## src/mwdto_pkg.sv

```systemverilog
package mwdto_pkg;

   localparam int MAX_TASKS_DEFAULT = 8;
   localparam int DATA_W = 16;
   localparam int NUM_W = 4;
   localparam int COST_W = 39;
   localparam int REQ_DATA_W = 32;
   localparam int RSP_DATA_W = 48;

   typedef enum logic [1:0] {
      ST_LOAD,
      ST_SEARCH,
      ST_EMIT
   } state_type;

   typedef struct packed {
      logic store;
      logic start;
      logic step;
      logic emit_next;
   } cmd_type;

   typedef struct packed {
      logic search_done;
      logic emit_end;
   } status_type;

endpackage

```

## src/min_weighted_delay_task_order.sv

```systemverilog
// Tasks load at one item per cycle; the item with tlast starts a depth-first search.
// The search walks each edge of the order tree down and back up, one step per cycle.
// Results then leave at one item per cycle while rsp_tready is high, one per task, and a new set is taken after.
// Synchronous active-high reset clears the task count and returns to loading.
module min_weighted_delay_task_order
   import mwdto_pkg::*;
#(
   parameter int MAX_TASKS = MAX_TASKS_DEFAULT
) (
   input  logic                  clock,
   input  logic                  reset,
   input  logic                  req_tvalid,
   output logic                  req_tready,
   input  logic [REQ_DATA_W-1:0] req_tdata,  // task_duration[15:0], task_fine[31:16]
   input  logic                  req_tlast,
   output logic                  rsp_tvalid,
   input  logic                  rsp_tready,
   output logic [RSP_DATA_W-1:0] rsp_tdata,  // task_number[3:0], total_fine[42:4], zeros
   output logic                  rsp_tlast
);

   cmd_type           cmd;
   status_type        status;
   logic [NUM_W-1:0]  out_number;
   logic [COST_W-1:0] out_cost;

   mwdto_ctrl u_ctrl (
      .clock      (clock),
      .reset      (reset),
      .req_tvalid (req_tvalid),
      .req_tlast  (req_tlast),
      .req_tready (req_tready),
      .rsp_tready (rsp_tready),
      .rsp_tvalid (rsp_tvalid),
      .status     (status),
      .cmd        (cmd)
   );

   mwdto_datapath #(
      .MAX_TASKS (MAX_TASKS)
   ) u_datapath (
      .clock       (clock),
      .reset       (reset),
      .cmd         (cmd),
      .in_duration (req_tdata[DATA_W-1:0]),
      .in_fine     (req_tdata[2*DATA_W-1:DATA_W]),
      .status      (status),
      .out_number  (out_number),
      .out_cost    (out_cost),
      .out_last    (rsp_tlast)
   );

   assign rsp_tdata = {{(RSP_DATA_W - NUM_W - COST_W){1'b0}}, out_cost, out_number};

endmodule

```

## src/mwdto_ctrl.sv

```systemverilog
module mwdto_ctrl
   import mwdto_pkg::*;
(
   input  logic       clock,
   input  logic       reset,
   input  logic       req_tvalid,
   input  logic       req_tlast,
   output logic       req_tready,
   input  logic       rsp_tready,
   output logic       rsp_tvalid,
   input  status_type status,
   output cmd_type    cmd
);

   state_type state_ff;
   state_type state_in;

   always_ff @(posedge clock) begin
      if (reset) begin
         state_ff <= ST_LOAD;
      end else begin
         state_ff <= state_in;
      end
   end

   always_comb begin
      state_in = state_ff;
      case (state_ff)
         ST_LOAD: begin
            if (req_tvalid && req_tlast) begin
               state_in = ST_SEARCH;
            end
         end
         ST_SEARCH: begin
            if (status.search_done) begin
               state_in = ST_EMIT;
            end
         end
         ST_EMIT: begin
            if (rsp_tready && status.emit_end) begin
               state_in = ST_LOAD;
            end
         end
         default: begin
            state_in = ST_LOAD;
         end
      endcase
   end

   always_comb begin
      cmd = '0;
      req_tready = 1'b0;
      rsp_tvalid = 1'b0;
      case (state_ff)
         ST_LOAD: begin
            req_tready = 1'b1;
            cmd.store = req_tvalid;
            cmd.start = req_tvalid && req_tlast;
         end
         ST_SEARCH: begin
            cmd.step = 1'b1;
         end
         ST_EMIT: begin
            rsp_tvalid = 1'b1;
            cmd.emit_next = rsp_tready;
         end
         default: begin
            cmd = '0;
         end
      endcase
   end

endmodule

```

## src/mwdto_datapath.sv

```systemverilog
module mwdto_datapath
   import mwdto_pkg::*;
#(
   parameter int MAX_TASKS = MAX_TASKS_DEFAULT
) (
   input  logic              clock,
   input  logic              reset,
   input  cmd_type           cmd,
   input  logic [DATA_W-1:0] in_duration,
   input  logic [DATA_W-1:0] in_fine,
   output status_type        status,
   output logic [NUM_W-1:0]  out_number,
   output logic [COST_W-1:0] out_cost,
   output logic              out_last
);

   localparam int IDX_W = (MAX_TASKS > 1) ? $clog2(MAX_TASKS) : 1;
   localparam int CNT_W = $clog2(MAX_TASKS + 1);
   localparam int EL_W = DATA_W + IDX_W;
   localparam int PROD_W = EL_W + DATA_W;

   logic [DATA_W-1:0] dur_ff [MAX_TASKS];
   logic [DATA_W-1:0] fine_ff [MAX_TASKS];
   logic [DATA_W-1:0] dur_in [MAX_TASKS];
   logic [DATA_W-1:0] fine_in [MAX_TASKS];
   logic [CNT_W-1:0]  count_ff, count_in;
   logic [CNT_W-1:0]  n_ff, n_in;
   logic [CNT_W-1:0]  depth_ff, depth_in;
   logic [CNT_W-1:0]  cand_ff, cand_in;
   logic [MAX_TASKS-1:0] used_ff, used_in;
   logic [IDX_W-1:0]  trial_ff [MAX_TASKS];
   logic [IDX_W-1:0]  trial_in [MAX_TASKS];
   logic [IDX_W-1:0]  best_ff [MAX_TASKS];
   logic [IDX_W-1:0]  best_in [MAX_TASKS];
   logic [EL_W-1:0]   elapsed_ff [MAX_TASKS + 1];
   logic [EL_W-1:0]   elapsed_in [MAX_TASKS + 1];
   logic [COST_W-1:0] total_ff [MAX_TASKS + 1];
   logic [COST_W-1:0] total_in [MAX_TASKS + 1];
   logic [COST_W-1:0] best_cost_ff, best_cost_in;
   logic              first_ff, first_in;
   logic [IDX_W-1:0]  emit_ff, emit_in;

   logic              pick_found;
   logic [IDX_W-1:0]  pick_idx;
   logic              at_leaf;
   logic [CNT_W-1:0]  depth_m1;
   logic [IDX_W-1:0]  back_idx;
   logic [PROD_W-1:0] prod;
   logic              room;

   always_comb begin
      pick_found = 1'b0;
      pick_idx = '0;
      for (int i = MAX_TASKS - 1; i >= 0; i--) begin
         if (!used_ff[i] && (CNT_W'(i) < n_ff) && (CNT_W'(i) >= cand_ff)) begin
            pick_found = 1'b1;
            pick_idx = IDX_W'(i);
         end
      end
   end

   assign room = count_ff < CNT_W'(MAX_TASKS);
   assign at_leaf = depth_ff == n_ff;
   assign depth_m1 = depth_ff - CNT_W'(1);
   assign back_idx = trial_ff[depth_m1[IDX_W-1:0]];
   assign prod = PROD_W'(elapsed_ff[depth_ff]) * PROD_W'(fine_ff[pick_idx]);

   assign status.search_done = !at_leaf && !pick_found && (depth_ff == '0);
   assign status.emit_end = (CNT_W'(emit_ff) + CNT_W'(1)) == n_ff;

   assign out_number = NUM_W'(best_ff[emit_ff]);
   assign out_cost = best_cost_ff;
   assign out_last = status.emit_end;

   always_comb begin
      dur_in = dur_ff;
      fine_in = fine_ff;
      count_in = count_ff;
      n_in = n_ff;
      depth_in = depth_ff;
      cand_in = cand_ff;
      used_in = used_ff;
      trial_in = trial_ff;
      best_in = best_ff;
      elapsed_in = elapsed_ff;
      total_in = total_ff;
      best_cost_in = best_cost_ff;
      first_in = first_ff;
      emit_in = emit_ff;
      if (cmd.store && room) begin
         dur_in[count_ff[IDX_W-1:0]] = in_duration;
         fine_in[count_ff[IDX_W-1:0]] = in_fine;
         count_in = count_ff + CNT_W'(1);
      end
      if (cmd.start) begin
         n_in = room ? count_ff + CNT_W'(1) : count_ff;
         count_in = '0;
         depth_in = '0;
         cand_in = '0;
         used_in = '0;
         elapsed_in[0] = '0;
         total_in[0] = '0;
         first_in = 1'b1;
         emit_in = '0;
      end
      if (cmd.step) begin
         if (at_leaf) begin
            if (first_ff || (total_ff[depth_ff] < best_cost_ff)) begin
               best_cost_in = total_ff[depth_ff];
               best_in = trial_ff;
            end
            first_in = 1'b0;
         end
         if (!at_leaf && pick_found) begin
            used_in[pick_idx] = 1'b1;
            trial_in[depth_ff[IDX_W-1:0]] = pick_idx;
            elapsed_in[depth_ff + CNT_W'(1)] =
               elapsed_ff[depth_ff] + EL_W'(dur_ff[pick_idx]);
            total_in[depth_ff + CNT_W'(1)] = total_ff[depth_ff] + COST_W'(prod);
            depth_in = depth_ff + CNT_W'(1);
            cand_in = '0;
         end else if (depth_ff != '0) begin
            used_in[back_idx] = 1'b0;
            depth_in = depth_m1;
            cand_in = CNT_W'(back_idx) + CNT_W'(1);
         end
      end
      if (cmd.emit_next) begin
         emit_in = emit_ff + IDX_W'(1);
      end
   end

   always_ff @(posedge clock) begin
      if (reset) begin
         count_ff <= '0;
         n_ff <= '0;
         depth_ff <= '0;
         cand_ff <= '0;
         used_ff <= '0;
         first_ff <= 1'b0;
         emit_ff <= '0;
         best_cost_ff <= '0;
      end else begin
         count_ff <= count_in;
         n_ff <= n_in;
         depth_ff <= depth_in;
         cand_ff <= cand_in;
         used_ff <= used_in;
         first_ff <= first_in;
         emit_ff <= emit_in;
         best_cost_ff <= best_cost_in;
      end
   end

   always_ff @(posedge clock) begin
      dur_ff <= dur_in;
      fine_ff <= fine_in;
      trial_ff <= trial_in;
      best_ff <= best_in;
      elapsed_ff <= elapsed_in;
      total_ff <= total_in;
   end

`ifndef SYNTHESIS
   a_depth_bound: assert property (@(posedge clock) disable iff (reset)
      cmd.step |-> depth_ff <= n_ff)
      else $error("search depth beyond task count");
   a_used_matches_depth: assert property (@(posedge clock) disable iff (reset)
      cmd.step |-> $countones(used_ff) == int'(depth_ff))
      else $error("used marks disagree with search depth");
   a_start_clears: assert property (@(posedge clock) disable iff (reset)
      cmd.start |=> (depth_ff == '0) && (used_ff == '0) && (count_ff == '0))
      else $error("search did not start clean");
   a_emit_in_range: assert property (@(posedge clock) disable iff (reset)
      cmd.emit_next |-> CNT_W'(emit_ff) < n_ff)
      else $error("emit position beyond task count");
`endif

endmodule

```

## config.mk

```make
export PLATFORM = sky130hd
export DESIGN_NAME = min_weighted_delay_task_order
export DESIGN_NICKNAME = d
export VERILOG_FILES = /design/src/mwdto_pkg.sv /design/src/min_weighted_delay_task_order.sv /design/src/mwdto_ctrl.sv /design/src/mwdto_datapath.sv
export SDC_FILE = /design/constraint.sdc
export NUM_CORES = 2
export LEC_CHECK = 0
export ABC_AREA = 1
export BUFFER_PORTS_ARGS = -buffer_cell sky130_fd_sc_hd__buf_4
export CORE_MARGIN = 10
export CORE_UTILIZATION = 40
export CTS_BUF_LIST = sky130_fd_sc_hd__clkbuf_2
export CTS_CLUSTER_DIAMETER = 40
export CTS_CLUSTER_SIZE = 40
export DETAILED_ROUTE_END_ITERATION = 10
export GPL_TIMING_DRIVEN = 0
export SLEW_MARGIN = 20
export SYNTH_ARGS = -nofsm -noshare
export SYNTH_HDL_FRONTEND = slang
export SYNTH_SLANG_ARGS = --single-unit
export TNS_END_PERCENT = 30
```

## constraint.sdc

```tcl
create_clock -name clock -period 10.3 [get_ports clock]
set_input_delay 0.515 -clock clock [delete_from_list [all_inputs] [get_ports clock]]
set_output_delay 0.515 -clock clock [all_outputs]
set_load 0.01 [all_outputs]
```

# Word level (Yosys, flattened, before mapping)
# Cells that the tools add are included.
# word_totals
reg_bits	895
input_bits	37
out_inout_bits	51
# op_classes
add_sub_neg	8
multipliers	1
order_cmp	32
n_eq_ne	7
muxes	84
n_bitwise	10
n_reduce_logical	46
# op_table
cell	n
351-bit two-way mux	2
351-bit bitwise mux	1
171-bit two-way mux	2
128-bit bitwise mux	2
171-bit bitwise mux	1
39-bit binary-select mux with 4-bit select	1
39-bit demux with 4-bit select	1
39-bit two-way mux	4
16-bit binary-select mux with 3-bit select	2
16-bit two-way mux	5
19-bit binary-select mux with 4-bit select	1
19-bit demux with 4-bit select	1
19-bit two-way mux	4
16-bit demux with 3-bit select	1
3-bit two-way mux	15
39-bit by 35-bit adder with 39-bit output	1
39-bit less-than comparator	1
4-bit two-way mux	9
19-bit by 16-bit multiplier with 35-bit output	1
8-bit two-way mux	4
1-bit logical AND	27
24-bit bitwise mux	1
4-bit >= comparator (second input constant)	5
3-bit inverter with 4-bit output	5
other kinds (41)	91

# Logic depth before layout (Yosys ltp)
# logic_depth
word_depth	20
depth_mapped	45

# Hierarchy
# From an unflattened synthesis, not the netlist that was laid out.
# hier_totals
hier_cells	4477
hier_area_um2	48241.3
# by_module_without_submodules
module	n_inst	cells_per_inst	area_per_inst_um2
mwdto_datapath	1	4450	48062.3
mwdto_ctrl	1	21	137.6
min_weighted_delay_task_order	1	6	41.3

# Worst setup path after synthesis
# OpenSTA, ideal clock, no wires.
# synth_timing
path_type	register to register
from	reg u_datapath.n_ff[3]
to	reg u_datapath.total_ff[111] (netlist name) (data pin)
setup_time_ns	0.236
t_arrival_ns	6.948
slack_ns	3.115
path_stages_with_launch	35
n_path_buf	2
period_less_slack_ns	7.185
path_cell_list	dfxtp_1 -> nor2_4 -> nand2_1 -> nor2_1 -> nor2_1 -> nor2_4 -> nand2_4 -> a21oi_4 -> nor2_4 -> buf_6 -> nand3b_1 -> nand2_1 -> nor2_1 -> buf_2 -> nand3_1 -> fa_1 -> fa_1 -> fa_1 -> fa_1 -> inv_1 -> fa_1 -> inv_1 -> fa_1 -> inv_1 -> ha_1 -> nand2_1 -> nor2_1 -> nand4_1 -> or2_2 -> nand2_1 -> a21oi_1 -> inv_1 -> nand4_1 -> nand2_1 -> xor2_1
# synth_between
elab_chain_cells	18
word_cells_on_any_way	39
classes_between	1 x add/sub; 1 x mul; 8 x order compare; 12 x mux; 1 x bitwise; 16 x reduce/logical
# synth_rtl
item	line	source
start: declaration	mwdto_datapath.sv:27	logic [CNT_W-1:0] n_ff, n_in;
start signal: assignment	mwdto_datapath.sv:145	n_ff <= n_in;
3-bit by 4-bit less-than comparator with 1-bit output	mwdto_datapath.sv:55	if (!used_ff[i] && (CNT_W'(i) < n_ff) && (CNT_W'(i) >= cand_ff)) begin
1-bit logical AND (2 in series)	mwdto_datapath.sv:55	
3-bit two-way mux (7 in series)	mwdto_datapath.sv:55	
3-bit two-way mux (*)	mwdto_datapath.sv:55	
via u_datapath.pick_idx[2]	mwdto_datapath.sv:44	logic [IDX_W-1:0] pick_idx;
3-bit inverter with 4-bit output (not written as such) (*)	mwdto_datapath.sv:66	assign prod = PROD_W'(elapsed_ff[depth_ff]) * PROD_W'(fine_ff[pick_idx]);
16-bit binary-select mux with 3-bit select (*)	mwdto_datapath.sv:66	
16-bit two-way mux (not written as such) (*) (2 in series)	mwdto_datapath.sv:66	
19-bit by 16-bit multiplier with 35-bit output (*)	mwdto_datapath.sv:66	
39-bit by 35-bit adder with 39-bit output (*)	mwdto_datapath.sv:119	total_in[depth_ff + CNT_W'(1)] = total_ff[depth_ff] + COST_W'(prod);
351-bit bitwise mux (*)	mwdto_datapath.sv:119	
end signal: assignment	mwdto_datapath.sv:161	total_ff <= total_in;
end: declaration	mwdto_datapath.sv:37	logic [COST_W-1:0] total_ff [MAX_TASKS + 1];
# Mark *: on every way through the listed nets, which the timed path passes. The rest lies on a longest branch. The select of a mux whose other input is x is not followed.
# A chain may end at the register's enable or synchronous reset.

# Final worst setup path
# layout_timing
from	reg u_datapath.depth_ff[1]
to	reg u_datapath.total_ff[97] (netlist name) (data pin)
# layout_between
elab_chain_cells	7
word_cells_on_any_way	17
classes_between	2 x add/sub; 1 x mul; 2 x order compare; 9 x mux; 2 x bitwise; 1 x reduce/logical
# layout_rtl
item	line	source
start: declaration	mwdto_datapath.sv:28	logic [CNT_W-1:0] depth_ff, depth_in;
start signal: assignment	mwdto_datapath.sv:146	depth_ff <= depth_in;
4-bit inverter with 5-bit output (not written as such) / 4-bit by 1-bit adder with 4-bit output (equally long branches)	mwdto_datapath.sv:66, mwdto_datapath.sv:119	
19-bit binary-select mux with 4-bit select / 4-bit inverter with 5-bit output (equally long branches)	mwdto_datapath.sv:66, mwdto_datapath.sv:119	
19-bit two-way mux (not written as such) (tied with other cells)	mwdto_datapath.sv:66	
19-bit two-way mux (not written as such) / 1-bit logical AND (equally long branches)	mwdto_datapath.sv:66, mwdto_datapath.sv:119	
19-bit by 16-bit multiplier with 35-bit output / 39-bit two-way mux (equally long branches)	mwdto_datapath.sv:66, mwdto_datapath.sv:119	
39-bit by 35-bit adder with 39-bit output / 39-bit demux with 4-bit select (equally long branches)	mwdto_datapath.sv:119	
351-bit bitwise mux (*)	mwdto_datapath.sv:119	
# Mark *: on every way between the ends. The rest lies on a longest branch, timed or not. The select of a mux whose other input is x is not followed.

==> impl_metrics.json <==
{
  "crit_arrival_ns": 11.05,
  "worstSetupPathType": "register to register",
  "start_util_pct": 40.3,
  "r2r_end": "u_datapath.total_ff[97]",
  "syn_area_um2": 49200,
  "final_cell_mix": "edfxtp_1 (768), nand2_1 (733), inv_1 (678)",
  "maxCapViolations": 0,
  "skew_ns": 0.199,
  "yosysSeqAreaShare_pct": 52.0,
  "postSynth.asyncResetShare_pct": 0,
  "grt_overflow": 0,
  "slowest_delay_ns": 0.96,
  "fmax_mhz": 100,
  "gp_congestion": 0.945,
  "htree_levels": 3,
  "synthTopCellsByArea": "edfxtp_1 (47%), fa_1 (11%), nand2_1 (5.6%), inv_1 (5.2%), dfxtp_1 (5.2%)",
  "die_w_um": 371,
  "row_count": 128,
  "critPathMaxFanout": 10,
  "viasPerCell": 5.34,
  "track_usage_pct": 22.2,
  "min_path_cells": 4,
  "grt_pass1_vias": 35100,
  "numPortBuffers": 81,
  "grt_max_degree": 23,
  "synth_edf_count": 768,
  "wl_per_cell_um": 23.0,
  "ys_ff_latch": 895,
  "vias": 35900,
  "drt_iter0_drc": 3615,
  "netlist.area_leader.share_pct": 46.9,
  "insertion_delay_ns": 1.51,
  "area_growth_pct": 12.2,
  "finalNetCount": 5478,
  "tritoncts": "yes",
  "tns_ns": 0,
  "rsz0062_at_grt": "yes",
  "cts_sinks": 895,
  "end_kind": "register",
  "worst_setup_path_start_kind": "register",
  "setup_viol": 0,
  "finalHoldViolCount": 0,
  "hold_end": "u_datapath.count_ff[1]",
  "worst_slew_pin_slew_ns": 1.20,
  "rrSetupSlack_ns": 0.33,
  "slowest_stage": "xnor2_1",
  "ios": 88,
  "clk_pin_slew_ns": 0.20,
  "critPathBufInv": 11,
  "reg2reg_from": "u_datapath.depth_ff[1]",
  "timing.final.crit_share_pct": 96.8,
  "synthCells": 4676,
  "status": "complete, no violations",
  "dieArea_um2": 137000,
  "numCtsBuffers": 113,
  "path_depth": 29,
  "drv_slew": 0,
  "critPathTopFamily": "adder cells",
  "antenna_found_initial": 6,
  "yosys_warnings": 0,
  "maxSlewHeadroom_pct": 19.4,
  "root_buffer": "clkbuf_2",
  "grt_pass1_wl_mm": 229,
  "final_common_cell": "edfxtp_1",
  "fin_crit_ns": 9.97,
  "hp-class": "primary input to register",
  "dp_hpwl_mm": 118,
  "drc_errors": 0,
  "avgSynthCellArea_um2": 10.5,
  "synthFlopType": "edfxtp_1",
  "reg2reg_depth": 29,
  "coreArea_um2": 122000,
  "cts_buffer_depth": 3,
  "ant_nets": 0,
  "drive_gt1_share_pct": 10.6,
  "wl_mm": 155,
  "yosysTopAreaCell": "edfxtp_1",
  "first_pass_iters": 6,
  "holdCritStartpoint": "req_tvalid",
  "die_h_um": 371,
  "required_ns": 11.38,
  "ys_types": 61
}
==> metrics by stage <==
step / util (%) / worst slack (ns) / area, um2 / hold WS (ns) / instances
after CTS: 45.1 / 0.131 / 55100 / 0.0167 / 6714
after detailed placement: 43.2 / 0.160 / 52700 / 0.433 / 6427
final: 45.2 / 0.334 / 55200 / 0.191 / 6721
after global routing: 45.2 / -0.0683 / 55200 / 0.111 / 6719
after floorplan: - / 3.12 / 49200 / 0.421 / 4681
after global placement: 42.5 / 0.323 / 51900 / 0.431 / 6387
==> final cells by class <==
type,count,area [um2]
well taps,1625,2030
flip-flops and latches,895,25600
clock buffers,126,631
multi-input cells,2887,20200
inverters,699,2620
repair buffers,197,2090
fillers,11600,66800
plain buffers,200,953
diodes,5,12.5
clock inverters,87,996
==> worst reg2reg max path, delay by kind of cell (launching register included) <==
| family | cells | cell delay [ns] |
|---|---|---|
| XOR/XNOR | 1 | 0.96 |
| AO/OA/AOI/OAI | 1 | 0.20 |
| AND/OR/NAND/NOR | 9 | 1.90 |
| flip-flops | 1 | 0.38 |
| buffers and inverters | 11 | 2.69 |
| adder cells (fa/ha/maj) | 7 | 3.49 |
==> sequential cells by signal, summed over array words and instances (netlist names) <==
register / count
u_datapath.depth_ff: 4
u_datapath.count_ff: 4
u_datapath.total_ff: 351
u_datapath.out_cost: 39
u_datapath.trial_ff: 24
u_datapath.dur_ff: 128
u_datapath.elapsed_ff: 171
u_datapath.emit_ff: 3
u_datapath.n_ff: 4
u_datapath.fine_ff: 128
u_datapath.first_ff: 1
u_ctrl.state_ff: 2
u_datapath.cand_ff: 4
u_datapath.best_ff: 24
u_datapath.used_ff: 8
==> timing repair <==
item / in CTS / in global routing
endpoints found under the hold margin: 351 / 0
hold buffers: 74 / 0
buffers inserted: 0 / 2
gates resized for setup: 0 / 14
setup endpoints to repair: 0 / 143
==> routing by layer <==
layer	vias up	track usage (%)	share of wire (%)
met5	-	0	0.021
met4	4	7.32	3.4
met3	288	4.14	8.1
met2	1497	35.8	46
met1	17700	30.0	43
li1	16400	-	-
==> worst max path at each step <==
| stage | start | endpoint | slack (ns) |
|---|---|---|---|
| finish | u_datapath.depth_ff[1] | u_datapath.total_ff[97] | 0.33 |
| global route | u_datapath.depth_ff[1] | u_datapath.total_ff[36] | -0.07 |
| detailed placement | u_datapath.depth_ff[1] | u_datapath.total_ff[111] | 0.16 |
| floorplan | u_datapath.n_ff[3] | u_datapath.total_ff[111] | 3.12 |
| CTS | u_datapath.depth_ff[1] | u_datapath.total_ff[306] | 0.13 |
| global placement | u_datapath.depth_ff[1] | u_datapath.total_ff[111] | 0.32 |
==> cell usage after synthesis (36+ instances only) <==
cell type	number
clkbuf_1	95
inv_1	678
a21oi_1	166
edfxtp_1	768
buf_2	61
o21ai_0	127
nor2_1	411
nand2_1	733
fa_1	272
nand3b_1	97
dfxtp_1	127
o22ai_1	40
xor2_1	36
ha_1	176
nand4_1	63
nand3_1	389
==> kinds of logic (layout without fill, tap and decap cells) <==
logic type	Yosys count	in the layout	share of synthesized area (%)
compound gates	553	553	7.11
xor+xnor	53	53	0.944
fa+ha+maj	448	448	15.5
buf+inv	899	1309	7.25
flops	895	895	52.0
mux	11	11	0.224
other cells	1	11	0.00762
simple gates	1816	1816	16.9
Power is not shown: default switching activity piles up to over one toggle a cycle in this logic, so the estimate is an artifact.
